--- src/crc8sd_pkg.sv ---
package crc8sd_pkg;

  // Default write limit in bytes
  localparam int unsigned MAX_WRITE_BYTES_DEF = 256;

  // Result queue depth (room for two results per request plus slack)
  localparam int unsigned QDEPTH = 4;
  localparam int unsigned QPTR_W = $clog2(QDEPTH);
  localparam int unsigned QCNT_W = $clog2(QDEPTH + 1);

  localparam logic [7:0] SYNC_FIRST  = 8'hAA;
  localparam logic [7:0] SYNC_SECOND = 8'h55;
  localparam logic [7:0] CRC_POLY    = 8'h31;

  typedef enum logic [2:0] {
    PH_HUNT    = 3'd0,
    PH_SYNC2   = 3'd1,
    PH_LEN_HI  = 3'd2,
    PH_LEN_LO  = 3'd3,
    PH_TYPE    = 3'd4,
    PH_PAYLOAD = 3'd5,
    PH_CRC     = 3'd6
  } phase_t;

  localparam logic [1:0] KIND_TYPE    = 2'd0;
  localparam logic [1:0] KIND_PAYLOAD = 2'd1;
  localparam logic [1:0] KIND_END     = 2'd2;

  localparam logic [1:0] ST_IN_FRAME = 2'd0;
  localparam logic [1:0] ST_CRC_GOOD = 2'd1;
  localparam logic [1:0] ST_CRC_BAD  = 2'd2;
  localparam logic [1:0] ST_CUT      = 2'd3;

  typedef struct packed {
    logic [7:0] byte_value;
    logic [1:0] kind;
    logic [1:0] status;
    logic       last;
  } res_t;

  // Up to two results per accepted byte, packed from slot a
  typedef struct packed {
    logic a_valid;
    res_t a;
    logic b_valid;
    res_t b;
  } push_t;

  // One CRC-8 byte step, MSB first, no reflection
  function automatic logic [7:0] crc8_step(input logic [7:0] crc, input logic [7:0] b);
    logic [7:0] c;
    c = crc ^ b;
    for (int i = 0; i < 8; i++) begin
      if (c[7]) begin
        c = {c[6:0], 1'b0} ^ CRC_POLY;
      end else begin
        c = {c[6:0], 1'b0};
      end
    end
    return c;
  endfunction

endpackage

--- src/crc8sd_parse.sv ---
module crc8sd_parse #(
  parameter int unsigned MAX_WRITE_BYTES = crc8sd_pkg::MAX_WRITE_BYTES_DEF
) (
  input  logic               clk,
  input  logic               rst_n,
  input  logic               in_fire,
  input  logic [7:0]         in_data_byte,
  input  logic               in_end_of_write,
  output crc8sd_pkg::push_t  push
);
  import crc8sd_pkg::*;

  localparam int unsigned CNT_W = $clog2(MAX_WRITE_BYTES + 1);
  localparam logic [CNT_W-1:0] CNT_MAX = CNT_W'(MAX_WRITE_BYTES);

  phase_t           phase_r, phase_nxt;
  logic [7:0]       len_hi_r, len_hi_nxt;
  logic [15:0]      remain_r, remain_nxt;
  logic [7:0]       crc_r, crc_nxt;
  logic [CNT_W-1:0] cnt_r, cnt_nxt;

  logic [15:0]      remain_dec;
  res_t             cur_res;
  logic             cur_valid;
  res_t             cut_res;
  logic             cut_valid;

  // Hold control state
  always_ff @(posedge clk) begin
    if (!rst_n) begin
      phase_r  <= PH_HUNT;
      len_hi_r <= '0;
      remain_r <= '0;
      crc_r    <= '0;
      cnt_r    <= '0;
    end else begin
      phase_r  <= phase_nxt;
      len_hi_r <= len_hi_nxt;
      remain_r <= remain_nxt;
      crc_r    <= crc_nxt;
      cnt_r    <= cnt_nxt;
    end
  end

  assign remain_dec = remain_r - 16'd1;

  // Advance the frame phase on each accepted request within the write limit
  always_comb begin
    phase_nxt  = phase_r;
    len_hi_nxt = len_hi_r;
    remain_nxt = remain_r;
    crc_nxt    = crc_r;
    cnt_nxt    = cnt_r;
    cur_valid  = 1'b0;
    cur_res    = '{byte_value: in_data_byte, kind: KIND_TYPE, status: ST_IN_FRAME,
                   last: 1'b0};
    cut_valid  = 1'b0;
    cut_res    = '{byte_value: 8'd0, kind: KIND_END, status: ST_CUT, last: 1'b1};

    if (in_fire) begin
      // Bytes past the write limit are dropped
      if (cnt_r < CNT_MAX) begin
        cnt_nxt = cnt_r + CNT_W'(1);
        case (phase_r)
          PH_HUNT: begin
            if (in_data_byte == SYNC_FIRST) phase_nxt = PH_SYNC2;
          end
          PH_SYNC2: begin
            if (in_data_byte == SYNC_SECOND) begin
              phase_nxt = PH_LEN_HI;
            end else if (in_data_byte != SYNC_FIRST) begin
              phase_nxt = PH_HUNT;
            end
          end
          PH_LEN_HI: begin
            len_hi_nxt = in_data_byte;
            phase_nxt  = PH_LEN_LO;
          end
          PH_LEN_LO: begin
            remain_nxt = {len_hi_r, in_data_byte};
            phase_nxt  = PH_TYPE;
          end
          PH_TYPE: begin
            crc_nxt   = crc8_step(8'd0, in_data_byte);
            cur_valid = 1'b1;
            phase_nxt = (remain_r != 16'd0) ? PH_PAYLOAD : PH_CRC;
          end
          PH_PAYLOAD: begin
            crc_nxt      = crc8_step(crc_r, in_data_byte);
            cur_valid    = 1'b1;
            cur_res.kind = KIND_PAYLOAD;
            remain_nxt   = remain_dec;
            if (remain_dec == 16'd0) phase_nxt = PH_CRC;
          end
          PH_CRC: begin
            cur_valid      = 1'b1;
            cur_res.kind   = KIND_END;
            cur_res.status = (in_data_byte == crc_r) ? ST_CRC_GOOD : ST_CRC_BAD;
            cur_res.last   = 1'b1;
            crc_nxt        = 8'd0;
            phase_nxt      = PH_HUNT;
          end
          default: begin
            phase_nxt = PH_HUNT;
          end
        endcase
      end

      // Close an open frame at write end and restart the hunt
      if (in_end_of_write) begin
        cut_valid = (phase_nxt == PH_LEN_HI) || (phase_nxt == PH_LEN_LO) ||
                    (phase_nxt == PH_TYPE) || (phase_nxt == PH_PAYLOAD) ||
                    (phase_nxt == PH_CRC);
        phase_nxt  = PH_HUNT;
        crc_nxt    = 8'd0;
        remain_nxt = 16'd0;
        cnt_nxt    = '0;
      end
    end
  end

  // Pack results from the first slot
  always_comb begin
    push.a_valid = cur_valid | cut_valid;
    push.a       = cur_valid ? cur_res : cut_res;
    push.b_valid = cur_valid & cut_valid;
    push.b       = cut_res;
  end

endmodule

--- src/crc8sd_outq.sv ---
module crc8sd_outq (
  input  logic               clk,
  input  logic               rst_n,
  input  crc8sd_pkg::push_t  push,
  output logic               space_ok,
  output logic               out_valid,
  input  logic               out_ready,
  output crc8sd_pkg::res_t   out_res
);
  import crc8sd_pkg::*;

  res_t              mem_r [QDEPTH];
  logic [QPTR_W-1:0] wr_ptr_r, wr_ptr_nxt;
  logic [QPTR_W-1:0] rd_ptr_r, rd_ptr_nxt;
  logic [QCNT_W-1:0] count_r, count_nxt;
  logic              pop;

  assign out_valid = (count_r != '0);
  assign out_res   = mem_r[rd_ptr_r];
  assign pop       = out_valid & out_ready;
  // Accept a request only with room for two results
  assign space_ok  = (count_r <= QCNT_W'(QDEPTH - 2));

  always_comb begin
    wr_ptr_nxt = wr_ptr_r + QPTR_W'(push.a_valid) + QPTR_W'(push.b_valid);
    rd_ptr_nxt = rd_ptr_r + QPTR_W'(pop);
    count_nxt  = count_r + QCNT_W'(push.a_valid) + QCNT_W'(push.b_valid)
                 - QCNT_W'(pop);
  end

  // Hold queue pointers and fill level
  always_ff @(posedge clk) begin
    if (!rst_n) begin
      wr_ptr_r <= '0;
      rd_ptr_r <= '0;
      count_r  <= '0;
    end else begin
      wr_ptr_r <= wr_ptr_nxt;
      rd_ptr_r <= rd_ptr_nxt;
      count_r  <= count_nxt;
    end
  end

  // Store results in order
  always_ff @(posedge clk) begin
    if (push.a_valid) mem_r[wr_ptr_r] <= push.a;
    if (push.b_valid) mem_r[wr_ptr_r + QPTR_W'(1)] <= push.b;
  end

endmodule

--- src/crc8_sync_frame_deframer_core.sv ---
// Sync / length / CRC-8 frame deframer.
// Each result is registered into the result queue and offered on out_valid behind earlier results.
// Throughput: one byte per cycle while in_ready is high; the parse step is one phase update and one CRC byte step.
// A write end that cuts a frame short adds a second result; the four-entry result
// queue takes a request only with room for two, so in_ready may drop while it drains.
// Reset (rst_n low, synchronous) returns to hunting for sync and empties the queue.
module crc8_sync_frame_deframer_core #(
  parameter int unsigned MAX_WRITE_BYTES = crc8sd_pkg::MAX_WRITE_BYTES_DEF
) (
  input  logic       clk,
  input  logic       rst_n,
  input  logic       in_valid,
  output logic       in_ready,
  input  logic [7:0] in_data_byte,
  input  logic       in_end_of_write,
  output logic       out_valid,
  input  logic       out_ready,
  output logic [7:0] out_byte_value,
  output logic [1:0] out_kind,
  output logic [1:0] out_status,
  output logic       out_last
);
  import crc8sd_pkg::*;

  push_t push;
  res_t  out_res;
  logic  space_ok;
  logic  in_fire;

  assign in_ready = space_ok;
  assign in_fire  = in_valid & space_ok;

  crc8sd_parse #(
    .MAX_WRITE_BYTES (MAX_WRITE_BYTES)
  ) u_parse (
    .clk             (clk),
    .rst_n           (rst_n),
    .in_fire         (in_fire),
    .in_data_byte    (in_data_byte),
    .in_end_of_write (in_end_of_write),
    .push            (push)
  );

  crc8sd_outq u_outq (
    .clk       (clk),
    .rst_n     (rst_n),
    .push      (push),
    .space_ok  (space_ok),
    .out_valid (out_valid),
    .out_ready (out_ready),
    .out_res   (out_res)
  );

  assign out_byte_value = out_res.byte_value;
  assign out_kind       = out_res.kind;
  assign out_status     = out_res.status;
  assign out_last       = out_res.last;

endmodule
--- config.mk ---
export PLATFORM = sky130hd
export DESIGN_NAME = crc8_sync_frame_deframer_core
export DESIGN_NICKNAME = d
export VERILOG_FILES = /design/src/crc8sd_pkg.sv /design/src/crc8sd_parse.sv /design/src/crc8sd_outq.sv /design/src/crc8_sync_frame_deframer_core.sv
export SDC_FILE = /design/constraint.sdc
export NUM_CORES = 1
export LEC_CHECK = 0
export ABC_AREA = 1
export BUFFER_PORTS_ARGS = -buffer_cell sky130_fd_sc_hd__buf_4
export CORE_UTILIZATION = 40
export DETAILED_ROUTE_END_ITERATION = 10
export HOLD_SLACK_MARGIN = 0.05
export SLEW_MARGIN = 0
export SYNTH_ARGS = -nofsm -noshare
export SYNTH_HDL_FRONTEND = slang
export SYNTH_SLANG_ARGS = --single-unit
--- constraint.sdc ---
create_clock -name clk -period 3.05 [get_ports clk]
set_input_delay 0.305 -clock clk [delete_from_list [all_inputs] [get_ports clk]]
set_output_delay 0.305 -clock clk [all_outputs]
set_load 0.005 [all_outputs]
=== Word level (Yosys, flattened, before mapping) ===
Memories as Yosys holds them, arrays and structs flattened. A register that Yosys moved wholly into a read port is not among the register bits.
Cells that the tools add are included.

* Add/sub/neg operators: 9
* Reductions and logical operators: 16
* Eq/ne operators: 15
* Magnitude comparators: 2
* Bitwise gates (word level): 21
* Multiplexer cells: 91

{| class="wikitable"
|+ Operator list
! cell !! count
|-
| 2-to-1 mux 8 bit || 44
|-
| 2-to-1 mux 6 bit || 16
|-
| NOT 3 bit || 16
|-
| 2-to-1 mux 16 bit || 2
|-
| one-hot mux 16 bit (2 select lines) || 1
|-
| 2-to-1 mux 3 bit || 8
|-
| one-hot mux 8 bit (3 select lines) || 1
|-
| == test 3 bit, second input constant || 6
|-
| 2-to-1 mux 9 bit || 2
|-
| one-hot mux 3 bit (6 select lines) || 1
|-
| logical NOT 16 bit || 1
|-
| nonzero test 16 bit || 1
|-
| subtractor 16 x 1 -> 16 bit, second input constant || 1
|-
| 2-to-1 mux 13 bit || 1
|-
| == test 3 x 2 -> 1 bit, second input constant || 4
|-
| 2-to-1 mux 5 bit || 2
|-
| adder 9 x 1 -> 9 bit, second input constant || 1
|-
| less-than comparator 9 bit, second input constant || 1
|-
| 2-to-1 mux 1 bit || 9
|-
| AND reduction 3 bit || 3
|-
| == test 8 x 7 -> 1 bit, second input constant || 1
|-
| == test 8 bit || 1
|-
| == test 8 bit, second input constant || 1
|-
| != test 8 bit, second input constant || 1
|-
| 18 further kinds || 29
|}

* RAM bits: 52
* Memories: 1
* Input bits: 13
* Bits in registers: 51

{| class="wikitable"
|+ Memories
! name !! depth !! bits a word !! rd ports !! clocked after Yosys merged registers in !! wr ports !! RTL line !! RTL
|-
| u_outq.mem_r || 4 || 13 || 1 || 1 || 2 || crc8sd_outq.sv:12 || <nowiki>res_t mem_r [QDEPTH];</nowiki>
|}

=== Logic depth before layout (Yosys ltp) ===
Gate-level depths: netlist of run 1.

* Depth in word-level cells: 41
* Gate-level depth with buffers: 24
* Depth with buffers taken out: 24

=== Hierarchy ===
From an unflattened synthesis of run 1, not the netlist that was laid out.

* Cells, all modules: 970
* Area total of the unflattened synthesis: 6784.0 µm²

{| class="wikitable"
|+ By module, submodules not included
! module !! cells each !! area each (µm²) !! instances
|-
| crc8sd_outq || 438 || 3465.8 || 1
|-
| crc8sd_parse || 530 || 3310.7 || 1
|-
| crc8_sync_frame_deframer_core || 2 || 7.5 || 1
|}

=== Worst setup path after synthesis of run 1 ===
OpenSTA, ideal clock, no wires.

* Path type: flip-flop to flip-flop
* Start: register u_parse.remain_r[0]
* End: register u_outq.count_r[1]
* Path slack: -201 ps
* Data arrival time: 3142 ps
* Stages on the path, launching flop included: 22
* Buffers on the path: 0
* Library setup time: 109 ps
* Data required time: 2941 ps
* Cells stage by stage: dfxtp_1 -> inv_2 -> ha_1 -> nand2_1 -> nor2_2 -> nand3_1 -> nand2_1 -> nand2_1 -> nor3_2 -> nand3_1 -> nand3_2 -> nand2_2 -> a21oi_2 -> nand2_4 -> nor2_8 -> inv_1 -> ha_1 -> fa_1 -> inv_1 -> fa_1 -> nand2_1 -> inv_1

* Cells in the longest elaborated chain, start to end: 17
* Elaborated cells on any way between the ends: 24

{| class="wikitable"
|+ RTL lines
! item !! RTL line !! RTL
|-
| from (decl) || crc8sd_parse.sv:18 || <nowiki>logic [15:0] remain_r, remain_nxt;</nowiki>
|-
| from (signal assigned) || crc8sd_parse.sv:39 || <nowiki>remain_r <= remain_nxt;</nowiki>
|-
| subtractor 16 x 1 -> 16 bit || crc8sd_parse.sv:45 || <nowiki>assign remain_dec = remain_r - 16'd1;</nowiki>
|-
| logical NOT 16 bit || crc8sd_parse.sv:93 || <nowiki>if (remain_dec == 16'd0) phase_nxt = PH_CRC;</nowiki>
|-
| 2-to-1 mux 3 bit || crc8sd_parse.sv:93 ||
|-
| one-hot mux 3 bit (6 select lines) * || crc8sd_parse.sv:64 || <nowiki>case (phase_r)</nowiki>
|-
| 2-to-1 mux 3 bit * || crc8sd_parse.sv:62 || <nowiki>if (cnt_r < CNT_MAX) begin</nowiki>
|-
| 2-to-1 mux 3 bit * || crc8sd_parse.sv:60 || <nowiki>if (in_fire) begin</nowiki>
|-
| == test 3 x 2 -> 1 bit || crc8sd_parse.sv:111 || <nowiki>cut_valid = (phase_nxt == PH_LEN_HI) || (phase_nxt == PH_LEN_LO) ||</nowiki>
|-
| logical OR 1 bit (2 in a row) || crc8sd_parse.sv:111 ||
|-
| logical OR 1 bit || crc8sd_parse.sv:112 || <nowiki>(phase_nxt == PH_TYPE) || (phase_nxt == PH_PAYLOAD) ||</nowiki>
|-
| logical OR 1 bit * || crc8sd_parse.sv:112 ||
|-
| 2-to-1 mux 1 bit * || crc8sd_parse.sv:110 || <nowiki>if (in_end_of_write) begin</nowiki>
|-
| 2-to-1 mux 1 bit * || crc8sd_parse.sv:60 ||
|-
| OR 1 bit || crc8sd_parse.sv:124 || <nowiki>push.a_valid = cur_valid | cut_valid;</nowiki>
|-
| adder 3 x 1 -> 3 bit || crc8sd_outq.sv:27 || <nowiki>count_nxt = count_r + QCNT_W'(push.a_valid) + QCNT_W'(push.b_valid)</nowiki>
|-
| adder 3 x 1 -> 3 bit * || crc8sd_outq.sv:27 ||
|-
| subtractor 3 x 1 -> 3 bit * || crc8sd_outq.sv:28 || <nowiki>- QCNT_W'(pop);</nowiki>
|-
| named net u_outq.count_nxt[1] || crc8sd_outq.sv:15 || <nowiki>logic [QCNT_W-1:0] count_r, count_nxt;</nowiki>
|-
| to (signal assigned) || crc8sd_outq.sv:40 || <nowiki>count_r <= count_nxt;</nowiki>
|-
| to (decl) || crc8sd_outq.sv:15 ||
|}

The timed path passes the listed nets; every way through them passes the cells marked *. The select of a mux whose other input is x is not followed.
A chain may end at the register's enable or synchronous reset.

=== Final worst setup path of run 1 ===
* Start: register u_parse.remain_r[1]
* End: register u_outq.count_r[1]

The elaborated chain is that of the path after synthesis.

==> results of run 1 <==
-- how the worst min path moves through the flow --
stage / to / slack (ns) / cells after the start
floorplan: u_outq.mem_r[1][0] / 0.42 / 2
global placement: u_outq.mem_r[2][4] / 0.43 / 2
detailed placement: u_outq.mem_r[2][1] / 0.44 / 2
CTS: u_outq.wr_ptr_r[0] / 0.26 / 3
global route: u_outq.wr_ptr_r[0] / 0.29 / 3
finish: u_outq.rd_ptr_r[0] / 0.27 / 3
-- metal layers --
metal	vias to the layer above	GRT usage
met3	19	0.0421
met4	0	0.0656
li1	2826	-
met2	107	0.349
met1	2463	0.292
met5	-	0
-- critical path, delay by kind of cell (launching register included) --
family                   cells  cell delay (ns)
AO/OA/AOI/OAI                1             0.16
adder cells (fa/ha/maj)      3             0.95
AND/OR/NAND/NOR             15             1.39
buffers and inverters        3             0.14
flip-flops                   1             0.37
-- logic make-up after synthesis --
kind of cell	synth area share
compound gates	0.168
xor+xnor	0.0473
buf+inv	0.0835
fa+ha+maj	0.0236
flops	0.360
simple gates	0.319
-- power groups by stage --
| stage | Combinational, W | Clock, W | Sequential [W] |
|---|---|---|---|
| after floorplan | 0.000711 | 0 | 0.00146 |
| after global placement | 0.00118 | 0 | 0.00147 |
| after detailed placement | 0.00118 | 0 | 0.00147 |
| after CTS | 0.00119 | 0.00120 | 0.00144 |
| after global routing | 0.00135 | 0.00124 | 0.00144 |
| final | 0.00119 | 0.00117 | 0.00144 |
-- cell usage after synthesis, types with 2 or more instances --
master                        n  area, um2
sky130_fd_sc_hd__nand2_2     12       75.1
sky130_fd_sc_hd__o211ai_1     9       67.6
sky130_fd_sc_hd__o2111ai_1    3       26.3
sky130_fd_sc_hd__buf_2        3       15.0
sky130_fd_sc_hd__a21oi_1     75        375
sky130_fd_sc_hd__nor3_1       4       20.0
sky130_fd_sc_hd__dfxtp_1    103       2060
sky130_fd_sc_hd__nor4_1       2       12.5
sky130_fd_sc_hd__or2_2        2       12.5
sky130_fd_sc_hd__o22ai_1     16        100
sky130_fd_sc_hd__nor2_4       3       33.8
sky130_fd_sc_hd__a21oi_2      6       52.6
sky130_fd_sc_hd__ha_1         6       75.1
sky130_fd_sc_hd__inv_2        8       30.0
sky130_fd_sc_hd__nor3_2       2       20.0
sky130_fd_sc_hd__nand3_1     39        195
sky130_fd_sc_hd__xor2_1      11       96.3
sky130_fd_sc_hd__xnor2_1     20        175
sky130_fd_sc_hd__buf_6        4       45.0
sky130_fd_sc_hd__nand3b_1     4       30.0
sky130_fd_sc_hd__o21ai_0     59        295
sky130_fd_sc_hd__nand2_4      6       67.6
sky130_fd_sc_hd__nand2_1    225        845
sky130_fd_sc_hd__nor2_1      92        345
sky130_fd_sc_hd__fa_1         3       60.1
sky130_fd_sc_hd__nand4_1      6       37.5
sky130_fd_sc_hd__clkbuf_1    21       78.8
sky130_fd_sc_hd__inv_1       73        274
sky130_fd_sc_hd__nor2_2       8       50.1
-- state kept, by name (all words and copies together) (netlist names) --
name,flops
u_outq.count_r,3
u_parse.remain_r,16
u_parse.phase_r,3
u_outq.mem_r,52
u_outq.wr_ptr_r,2
u_parse.crc_r,8
u_parse.cnt_r,9
u_parse.len_hi_r,8
u_outq.rd_ptr_r,2
-- per-stage QoR --
stage | area, um2 | cells
floorplan | 5780 | 842
global placement | 6390 | 1062
detailed placement | 6390 | 1062
CTS | 6710 | 1079
global route | 6760 | 1080
finish | 6760 | 1080
-- cell type report --
| type | count | share of cell area |
|---|---|---|
| Clock inverter | 6 | 0.00851 |
| Sequential cell | 103 | 0.307 |
| Clock buffer | 10 | 0.0353 |
| Multi-Input combinational cell | 625 | 0.484 |
| Inverter | 83 | 0.0472 |
| Timing Repair Buffer | 73 | 0.0848 |
| Tap cell | 180 | 0.0333 |
-- timing repair --
| action | in CTS | in global routing |
|---|---|---|
| buffers inserted | 1 | 1 |
| endpoints found under the setup margin | 2 | 50 |
| resized for setup | 6 | 13 |
| pin swaps | 17 | 5 |
==> run summary, run 1 <==
The worst hold path belongs to the class input port to register. The first detailed-routing pass took 5 iterations. The setup-violating endpoint count in the final report was 1; the synthesized net count was 864. Clock tree synthesis selected as its root buffer the cell sky130_fd_sc_hd__clkbuf_16. The congestion estimate from routability-driven global placement came to 0.849. The run gives 2070 um2 as the register cell area after layout. The initial core utilization is 0.412.

The capture point of the worst reg-to-reg path was u_outq.count_r[1]. The tools report the number of global-route vias before repair as 4,986. The final reports fail on negative setup slack. The worst setup path is launched from a register.

For this run, the number of Yosys warnings is 0. The largest net degree at the start of global routing was 29; the count of inserted antenna diode cells was 0. Global routing finished with a remaining overflow of 0. The logs give -0.04 ns for the setup slack on the worst flop-to-flop path and 0.217 for the overall global routing resource usage.

The tools report the amount of wire on met2 after detailed routing as 7100 um. The overall die width was 122 um; the highest achievable clock rate was 323 MHz. After detailed routing, the number of remaining DRC violations is 0.

The floorplan step set the die height to 122 um. After synthesis the cells add up to 5740 um2. The final critical-path required period came out at 3.09 ns. The tools report the number of primary I/O pins as 28.

The tool flagged a number of max-cap violations equal to 0. TritonCTS built the clock tree. At the worst endpoint, the required time is 3.32 ns. In the final routing, the length of wire on met1 measures 7400 um. The switching component of the power was 0.00127 W.

The detail route stage leaves a number of antenna-violating nets equal to 0. The first-pass GRT wire length came out at 25,000 um. The share of the core filled with cells was 0.485. For this design the ratio of total power to cell area is 561 nW/um2.

The die footprint was 14,800 um2. The run gives 0 as the initial antenna violation count. The combinational cell fraction of total power is 0.313, and the headroom to the max-slew limit is 0.468.

The top cell types in the final layout, fill and taps aside, are sky130_fd_sc_hd__nand2_1 (222), sky130_fd_sc_hd__dfxtp_1 (98), sky130_fd_sc_hd__nor2_1 (88). Proportion of layout cells with a drive suffix above 1: 0.181. The detailed router finished its first iteration with 429 violations. The tools report the clock insertion delay at the later pin of the skew report as 0.37 ns.

The run gives 0 as the max-slew violation count. The actual transition at the worst max-transition pin was 0.797 ns; the area of the multi-input gates was 3270 um2. At the worst endpoint, the arrival time is 3.36 ns. The number of enable-type register cells in the synthesized netlist was 0; the post-synthesis cell type count was 46. The tools report the proportion of synthesized chip area in sequential cells as 0.360. The run gives 0 as the hold violation total from the final report.

The count of standard-cell rows is 43. Summing internal, switching and leakage power gives 0.00379 W. Part of the cycle the worst path needs: 1.01. In this run the worst setup path terminates at u_outq.count_r[1]. The internal power of the cells totals 0.00252 W. During placement, the flow inserted port buffers numbering 27.

The worst hold path begins at rst_n. The tools report the hold-fix buffer count after cts as 0. The run finished, with violations left. The tools report the standby leakage power as 2.97 nW. The detail-routed net length per standard cell works out to 14.2 um.

The routed design uses 629 um of met3 wire. The sink count of the clock tree was 103. The clock passes through at most 2 buffers. Counting the buffers created by CTS gives 9.

The run gives 5,415 as the total number of vias. The classification of the worst setup path is register to register. The run gives 0.379 as the relative contribution of sequential cells to total power.

The aggregate negative setup slack was -0.0447 ns. Origin of the critical flop-to-flop path: u_parse.remain_r[1]. Setup repair after global routing could not meet its margin everywhere.

The register bit total from synthesis is 103, and the minimum setup slack after placement is -0.174 ns. The highest layer touched by signal routing is met4. A synthesized cell averages 6.81 um2. In this design, the stage delay of the slowest critical-path cell is 0.39 ns. The floorplan step defined a core boundary enclosing 13,900 um2. Clock-pin slew was measured on the worst setup and hold paths at 0.08 ns. The HPWL after detailed placement is 10,800 um.

For the clock network power share, the log shows 0.308. Relative to the synthesized area, the layout overhead comes to 17.9%. After detailed routing, the number of vias per cell comes to 5.01.

The number of cell instances on the worst register-to-register path works out to 22. The run gives 917 as the layout net count. The signal on the critical path passes through nor2_4 > nand2_4 > nor2_4 > nand2_1 > nand2_1 > nand2_1 > nor2_1 > nand2_1 > nor2_4 > nand3_1 > nand3_2 > nand2_2 > a21oi_2 > nand2_4 > nor2_8 > inv_2 > ha_4 > fa_2 > inv_2 > fa_1 > nand2_1 > inv_1.

For this run, the leading register cell type out of synthesis is sky130_fd_sc_hd__dfxtp_1. Along the worst path, the maximum fanout reaches 5. The critical path starts at u_parse.remain_r[1]. The worst setup path is captured at a register.

The run gives -0.0447 ns as the least setup slack across all paths after layout. The number of cells produced by synthesis came out at 842. The slowest stage cell on the critical path was sky130_fd_sc_hd__fa_1.

The routed design has 15,400 um of wire. The fraction of power spent switching nets is 0.336. Between clock sinks in the finished design, the worst skew comes to 0.0136 ns. Most common cell after layout, fill and taps aside: sky130_fd_sc_hd__nand2_1. The logs give 0.268 ns for the final worst hold slack and 1,430 for the number of filler cells placed in the layout. The H-tree generated during clock tree synthesis spans 3 levels. In this design, the critical path's most frequently occurring cell is sky130_fd_sc_hd__nand2_1. The fraction of registers with async set/reset works out to 0. The worst-case IR drop observed on VDD is 287 uV.
Power figures use the tool's default switching activity.
==> inputs of run 2 (changes only) <==
- CORE_ASPECT_RATIO: default -> 1.5
==> run 2 against run 1 <==
Effect of this change: the run still ends with negative setup slack left; count of clock-buffer cells in the layout is 1 lower; largest power group unchanged; setup slack worse by 0.064 ns; clock skew is 0.0030 ns lower; core utilization is 0.42 points higher; largest cell class unchanged.
==> run summary, run 2 (synthesized netlist as in run 1, its figures left out) <==
Most common cell after layout, fill and taps aside: sky130_fd_sc_hd__nand2_1. Violation count after the first detailed-routing iteration: 159 (-63%). Post-detailed-placement half-perimeter wirelength: 11,400 um (+4.8%). For the data arrival time of the worst path, the log shows 3.42 ns (+0.06 ns).

The worst hold path terminates at u_outq.rd_ptr_r[0]. Slowest stage cell on the critical path: sky130_fd_sc_hd__fa_1. The number of I/O port buffers was 27 (unchanged); the least setup slack across all paths after layout was -0.109 ns (-0.0641 ns). The critical path goes through inv_4 > ha_4 > inv_2 > nand2_1 > nand2_1 > nor2_1 > nand3_1 > nor2_2 > nand2_2 > nor3_4 > nand2_1 > nand2_1 > nand3_1 > and2_4 > nand2_2 > nand2_4 > nor2_8 > inv_2 > ha_4 > fa_2 > inv_2 > fa_1 > nand2_1 > inv_1. The run gives 0.00126 W (-1.0%) as the switching component of the power.

The hold-fix buffer count after cts was 0 (unchanged); the global routing met1 resource utilization was 0.236 (-0.0556). The tools report the number of buffers created by CTS as 9 (unchanged). The run gives 14,000 um2 (+0.41%) as the core box area. For the detailed-router iteration count before antenna repair, the log shows 4 (-1). The startpoint identified for the worst hold timing path is rst_n. The final critical-path required period works out to 3.16 ns (+0.0641 ns). The area of placed instances is 6430 um2 (+0.71%), and the part of the cycle the worst path needs is 1.04 (+0.0210). In this run the clock root is driven by a sky130_fd_sc_hd__clkbuf_16. For the aggregate negative setup slack, the log shows -0.195 ns (-0.151 ns).

STA classifies the critical path endpoint as a register. Path category of the worst min-delay check: input port to register. The area of all placed cells without fillers was 6850 um2 (+1.3%). The final worst hold slack was 0.275 ns (+0.00692 ns); the internal cell power was 0.00259 W (+2.9%). The hold violation total from the final report came out at 0 (unchanged). The count of buffer and inverter cells on the critical path is 5 (+2), and the setup clock skew after layout is 0.0106 ns (-0.00298 ns). The delay of the slowest cell on the worst path came out at 0.39 ns (about the same). The cell area power density was 563 nW/um2 (+0.32%); the number of flip-flops in the largest register was 52 (unchanged). The most crowded layer after global routing was met2. Register bank with the most flops: u_outq.mem_r. The overall die width was 99.8 um (-18%). The number of max-cap violations is 0 (unchanged). The actual transition at the worst max-transition pin was 0.726 ns (-0.0702 ns); the total power of the final layout was 0.00385 W (+1.6%). The clock network power share came out at 0.318 (+0.010).

The instance count along the most critical hold path is 3 (unchanged). The run gives 103 (unchanged) as the sink count of the clock tree. The largest registers in the layout are u_outq.mem_r x52, u_parse.remain_r x16, u_parse.cnt_r x9.

The first-pass GRT wire length was 25,000 um (+0.17%); the overall global routing resource usage was 0.214 (-0.00302). The tools report the required time at the endpoint of the critical path as 3.31 ns (about the same). The count of antenna-violating nets left after detailed routing is 0 (unchanged). The worst register-to-register path begins at u_parse.remain_r[0].

Cell class contributing the biggest share of worst-path delay: simple AND/OR/NAND/NOR gates. For the setup slack on the worst flop-to-flop path, the log shows -0.11 ns (-0.06 ns). The buffer levels on the longest clock path came out at 2 (unchanged). The standby leakage power was 3.02 nW (+1.5%); the number of cell instances on the worst register-to-register path was 24 (+9.1%). The tools report the overall overflow remaining after global route as 0 (unchanged). Setup repair after global routing could not meet its margin everywhere. The initial core utilization is 0.410 (-0.00169). The highest ir drop seen on vdd is 367 uV (+28%).

By startpoint and endpoint, the worst setup path is classified as register to register. The setup-violating endpoint count in the final report came out at 2 (+1). The maximum level of the CTS H-tree is 3 (unchanged), and the count of inserted antenna diode cells is 0 (unchanged).

The detail-routed net length per standard cell is 13.7 um (-3.7%). The logs give 28 (unchanged) for the number of primary I/O pins and 0.309 (-0.004) for the combinational cell fraction of total power. The number of global-route vias before repair was 5,194 (+4.2%). The run finished, with violations left. The clock insertion delay at the later pin of the skew report is 0.36 ns (about the same). The total number of vias was 5,397 (-0.33%); the initial antenna violation count was 0 (unchanged). TritonCTS built the clock tree.

The max-slew violation count was 0 (unchanged); the met2 track demand over resource was 0.403 (+0.0542). The relative contribution of sequential cells to total power came out at 0.373 (-0.006). The die footprint was 14,800 um2 (about the same); the met3 capacity usage during global routing was 0.0334 (-0.00877). Capture point of the worst reg-to-reg path: u_outq.count_r[1]. The largest fanout of any net on the critical path is 5 (unchanged). The final weighted congestion in routability-driven placement is 0.908 (+6.9%). The kind of start point of the critical path was a register. The largest net degree at the start of global routing is 33 (+14%), and the number of DRC violations after detailed routing is 0 (unchanged). The headroom to the max-slew limit is 0.515 (+0.0469). Leaving out fill and tap cells, the most frequent cells in the layout are sky130_fd_sc_hd__nand2_1 (221), sky130_fd_sc_hd__dfxtp_1 (96), sky130_fd_sc_hd__nor2_1 (83). The proportion of layout cells with a drive suffix above 1 was 0.195 (+0.0136); the post-detailed-route via-to-cell ratio was 4.92 (-1.8%). The cell with the most instances on the worst path was sky130_fd_sc_hd__nand2_1.

The final reports fail on negative setup slack. The area overhead of the layout relative to synthesis was 19.4%; the clock-pin slew on the worst setup and hold paths was 0.07 ns (about the same). The layout net count was 921 (+0.44%); the die extent in y was 149 um (+22%). The fraction of power spent switching nets is 0.327 (-0.00873), and the count of standard-cell rows is 53 (+23%). The logs give 15,000 um (-2.3%) for the total wirelength of the detailed-routed design and 317 MHz (-2.0%) for the highest achievable clock rate.
==> run 2: cell types whose count changed in the layout (fill, tap and decap cells not counted), moves of 2 or more <==
cell	delta
sky130_fd_sc_hd__buf_4	+4
sky130_fd_sc_hd__dfxtp_1	-2
sky130_fd_sc_hd__dfxtp_2	+2
sky130_fd_sc_hd__nand3_1	-2
sky130_fd_sc_hd__nand3_2	+2
sky130_fd_sc_hd__nor2_1	-5
sky130_fd_sc_hd__nor2_2	+5
==> run 2: layer usage <==
metal | routed length [um] | up-vias
met5 | 0 | -
met4 | 389 | 0
met3 | 383 | 31
met2 | 8040 | 77
met1 | 6220 | 2447
li1 | - | 2842
==> run 2: area by class of cell <==
type | instances | area [um2]
fill | 1443 | 7140
multi-input combinational | 625 | 3300
sequential | 103 | 2080
timing repair buffer | 77 | 603
inverter | 83 | 317
tap | 192 | 240
clock buffer | 9 | 225
clock inverter | 7 | 87.6
==> run 2: power groups by stage <==
| stage | combinational [W] | clock (W) | sequential, W |
|---|---|---|---|
| after floorplan | 0.000711 | 0 | 0.00146 |
| after global placement | 0.00117 | 0 | 0.00147 |
| after detailed placement | 0.00117 | 0 | 0.00147 |
| after CTS | 0.00120 | 0.00126 | 0.00144 |
| after global routing | 0.00135 | 0.00131 | 0.00144 |
| final | 0.00119 | 0.00123 | 0.00144 |
==> run 2: how the worst max path moves through the flow <==
stage | from | endpoint | slack, ns | cells past startpoint
after floorplan | u_parse.remain_r[0] | u_outq.count_r[1] | -0.08 | 23
after global placement | u_parse.remain_r[3] | u_outq.count_r[1] | -0.13 | 22
after detailed placement | u_parse.remain_r[1] | u_outq.count_r[1] | -0.22 | 23
after CTS | u_parse.remain_r[2] | u_outq.count_r[1] | -0.1 | 22
after global routing | u_parse.remain_r[1] | u_outq.count_r[1] | -0.35 | 24
final | u_parse.remain_r[0] | u_outq.count_r[1] | -0.11 | 24
==> run 2: worst min-delay path, cell delays in order <==
cell and delay, ns:
sky130_fd_sc_hd__buf_4 0.18, sky130_fd_sc_hd__nand2_1 0.07, sky130_fd_sc_hd__inv_1 0.03
==> run 2: per-stage QoR <==
step           worst slack (ns)   util  instances
6_report                 -0.109  0.489       1096
4_1_cts                 -0.0955  0.486       1096
3_5_place_dp             -0.219  0.460       1078
5_1_grt                  -0.353  0.489       1096
3_3_place_gp             -0.135  0.460       1078
2_1_floorplan           -0.0769      -        842
==> run 2: what timing repair did <==
item                       4_1_cts  5_1_grt
cloned                           0        0
setup buffers                    2        0
resized for setup               13       15
pin swaps                       20        8
setup endpoints to repair        3       50
==> inputs of run 3 (changes only) <==
- SYNTH_HIERARCHICAL: default -> 1
==> run 3 against run 2 <==
Effect of this change: clock skew rose by 0.0011 ns; critical path type unchanged; synthesized area up 18%; the run still ends with negative setup slack left; critical path depth is 1 higher; non-clock buffer count is 17 higher.
==> run summary, run 3 <==
The standby leakage power was 3.73 nW (+23%). The count of warnings emitted by yosys is 6 (+6), and the initial core utilization is 0.406 (-0.00346). For this run, the leading register cell type out of synthesis is sky130_fd_sc_hd__edfxtp_1.

The violation count after the first detailed-routing iteration came out at 263 (+65%). The count of antenna-violating nets left after detailed routing was 0 (unchanged). The largest total area in the synthesized netlist belongs to sky130_fd_sc_hd__edfxtp_1. The tools report the highest achievable clock rate as 319 MHz (+0.69%). Leaving out fill and tap cells, the most frequent cell in the layout is sky130_fd_sc_hd__nand2_1. The number of DRC violations after detailed routing is 0 (unchanged), and the cell area power density is 452 nW/um2 (-20%). The register bit total from synthesis came out at 103 (unchanged).

The tools report the worst-case hold path end point as u_outq/rd_ptr_r[0]. The clock root buffer is sky130_fd_sc_hd__clkbuf_16. In the final layout, the registers with the most flip-flops are u_outq/mem_r x52, u_parse/remain_r x16, u_parse/cnt_r x9. The run gives 0 (unchanged) as the hold violation total from the final report.

The part of the cycle the worst path needs works out to 1.03 (-0.00709). The tools report the final instance count without filler cells as 1,245 (+14%). The top cell types in the final layout, fill and taps aside, are sky130_fd_sc_hd__nand2_1 (243), sky130_fd_sc_hd__inv_1 (137), sky130_fd_sc_hd__buf_4 (77). The setup slack on the worst flop-to-flop path is -0.09 ns (+0.02 ns). STA classifies the critical path startpoint as a register. The run gives 5,920 (+14%) as the number of global-route vias before repair. Setup repair after global routing could not meet its margin everywhere. The die footprint was 17,500 um2 (+18%). In this run the most critical hold path is launched from rst_n. The flow ran to the end, but the final reports show violations. The tools report the total wirelength of the detailed-routed design as 19,000 um (+26%).

More flip-flops sit in one register than any other, and that register is u_outq/mem_r. Core box area: 16,700 um2 (+19%). By instance count, the cell type seen most on the critical path is sky130_fd_sc_hd__nand2_1. For the count of inserted antenna diode cells, the log shows 0 (unchanged).

The number of enable-type register cells in the synthesized netlist came out at 52 (+52). The largest fanout of any net on the critical path is 7 (+2). The tools report the headroom to the max-slew limit as 0.296 (-0.219). The required time at the endpoint of the critical path came out at 3.30 ns (about the same). The detailed-router iteration count before antenna repair is 5 (+1), and the post-detailed-route via-to-cell ratio is 5.06 (+2.7%). Cell count after placement: 1,222 (+13%).

The actual transition at the worst max-transition pin works out to 1.05 ns (+0.321 ns). The buffer levels on the longest clock path is 2 (unchanged). The number of cells produced by synthesis was 970 (+15%); the layout net count was 1,052 (+14%).

Number of primary I/O pins: 28 (unchanged). The tools report the clock insertion delay at the later pin of the skew report as 0.35 ns (about the same). By count the netlist is led by sky130_fd_sc_hd__nand2_1 (322), sky130_fd_sc_hd__inv_1 (141), sky130_fd_sc_hd__nand3_1 (58).

Among all stages on the critical path, the largest delay is contributed by sky130_fd_sc_hd__fa_1. The max-slew violation count is 0 (unchanged), and the share of the core filled with cells is 0.508 (+0.0185). Setup-violating endpoint count in the final report: 2 (unchanged). The total number of vias was 6,299 (+17%); the area of all placed cells without fillers was 8480 um2 (+24%). The combined area of all synthesized cells was 6780 um2 (+18%).

The logs give 0.0116 ns (+0.00105 ns) for the setup clock skew after layout and 0 (unchanged) for the initial antenna violation count. The total power of the final layout was 0.00383 W (-0.54%); the number of cell instances on the worst register-to-register path was 25 (+4.2%). The run gives 103 (unchanged) as the sink count of the clock tree. The area of placed instances came out at 7480 um2 (+16%).

Top-area cell type share of the netlist area: 0.230 (-0.129). The number of buffers created by CTS was 9 (unchanged); the data arrival time of the worst path was 3.38 ns (-0.04 ns). The delay of the slowest cell on the worst path works out to 0.36 ns (-0.03 ns). After synthesis, the cell types taking the most area are sky130_fd_sc_hd__edfxtp_1 (23%), sky130_fd_sc_hd__nand2_1 (18%), sky130_fd_sc_hd__dfxtp_1 (15%), sky130_fd_sc_hd__inv_1 (7.8%), sky130_fd_sc_hd__nand3_1 (4.3%). The worst register-to-register path ends at u_outq/count_r[2]. The highest ir drop seen on vdd was 262 uV (-29%). Proportion of layout cells with a drive suffix above 1: 0.243 (+0.0478).

Path category of the worst min-delay check: input port to register. The number of max-cap violations was 0 (unchanged); the post-synthesis cell type count was 49 (+6.5%). By startpoint and endpoint, the worst setup path is classified as register to register. The final reports fail on negative setup slack. Post-CTS repair timing setup buffer count: 0 (-2).

Largest net degree at the start of global routing: 33 (unchanged). For the post-detailed-placement half-perimeter wirelength, the log shows 13,200 um (+17%). The final critical-path required period was 3.14 ns (-0.0216 ns). The least setup slack across all paths after layout was -0.0872 ns (+0.0216 ns). The fraction of registers with async set/reset was 0 (unchanged); the detail-routed net length per standard cell was 15.2 um (+11%).

The final weighted congestion in routability-driven placement is 0.949 (+4.5%), and the post-synthesis average cell area is 6.99 um2 (+2.7%). The run gives -0.0907 ns (+0.128 ns) as the minimum setup slack after placement. The area overhead of the layout relative to synthesis works out to 25.0%. The die extent in y was 162 um (+8.6%). First-pass GRT wire length: 29,200 um (+17%). Number of cells on the critical path: 25 (+4.2%). TritonCTS built the clock tree. The logs give 0 (unchanged) for the overall overflow remaining after global route and 3 (unchanged) for the maximum level of the CTS H-tree.

The count of buffer and inverter cells on the critical path was 4 (-1); the overall global routing resource usage was 0.215 (+0.00126). The overall die width was 108 um (+8.6%); the count of standard-cell rows was 58 (+9.4%). Instance count along the most critical hold path: 3 (unchanged). The worst register-to-register path begins at u_parse/remain_r[0]. The worst setup path is captured at a register. sky130_fd_sc_hd__nand2_1 is the most common cell in the netlist.

The clock-pin slew on the worst setup and hold paths works out to 0.07 ns (about the same). The number of I/O port buffers was 27 (unchanged). The number of flip-flops in the largest register works out to 52 (unchanged). The cell class contributing the biggest share of worst-path delay is simple AND/OR/NAND/NOR gates. For the proportion of synthesized chip area in sequential cells, the log shows 0.381 (+0.0212).
run 3: changes by cell type in the layout (fill, tap and decap cells not counted), sizes merged, moves of 22 or more:
cell,change
edfxtp,+52
nand3,+22
dfxtp,-52
nor2,-41
nand2,+84
a21oi,-26
inv,+65
nand4,+23
run 3: cell families (layout without fill, tap and decap cells):
group                    after synthesis  count (layout)  synth area share
XOR/XNOR                              32              32            0.0474
adder cells (fa/ha/maj)                9               9            0.0199
buffers and inverters                204             258             0.133
other                                  2              13           0.00111
AND/OR/NAND/NOR                      502             502             0.323
AO/OA/AOI/OAI                        118             118            0.0957
flip-flops                           103             103             0.381
run 3: how the worst max path moves through the flow:
stage                        start                end
2_1_floorplan  u_parse/remain_r[0]  u_outq/count_r[2]
3_3_place_gp   u_parse/remain_r[2]  u_outq/count_r[2]
3_5_place_dp   u_parse/remain_r[1]  u_outq/count_r[2]
4_1_cts        u_parse/remain_r[1]  u_outq/count_r[2]
5_1_grt        u_parse/remain_r[0]  u_outq/count_r[2]
6_report       u_parse/remain_r[0]  u_outq/count_r[2]
run 3: layout make-up:
type | count | area (um2)
Clock buffer | 9 | 225
Clock inverter | 7 | 66.3
Fill cell | 1632 | 8210
Inverter | 148 | 561
Multi-Input combinational cell | 674 | 3840
Sequential cell | 103 | 2580
Tap cell | 210 | 263
Timing Repair Buffer | 94 | 940
run 3: timing repair:
action,in CTS,in global routing
gates cloned,0,7
setup endpoints to repair,2,109
pin swaps,1,22
gates resized for setup,8,153
hold buffers,0,0
hold endpoints to repair,0,0
run 3: worst register-to-register path, delay by kind of cell (launching register included):
family                     cells  cell delay [ns]
and+or+nand+nor               16             1.23
AOI/OAI and AO/OA              1             0.14
buffers and inverters          4             0.22
DFF                            1             0.33
adders and majority gates      4             1.11
run 3: where the power goes:
part	internal, W	total (W)	switching, W
registers	0.00148	0.00152	0.0000411
logic	0.000477	0.00118	0.000700
clock network	0.000573	0.00114	0.000563
run 3: through the flow:
step / hold WS [ns] / setup TNS (ns)
3_3_place_gp: 0.444 / -0.136
2_1_floorplan: 0.398 / -0.00604
4_1_cts: 0.275 / -0.0542
3_5_place_dp: 0.448 / -0.158
5_1_grt: 0.299 / -9.64
6_report: 0.279 / -0.159
run 3: metal layers:
metal	up-vias	track usage	share of wire
li1	3177	-	-
met1	2913	0.236	0.36
met2	149	0.400	0.55
met3	60	0.0258	0.038
met4	0	0.104	0.059
met5	-	0	0
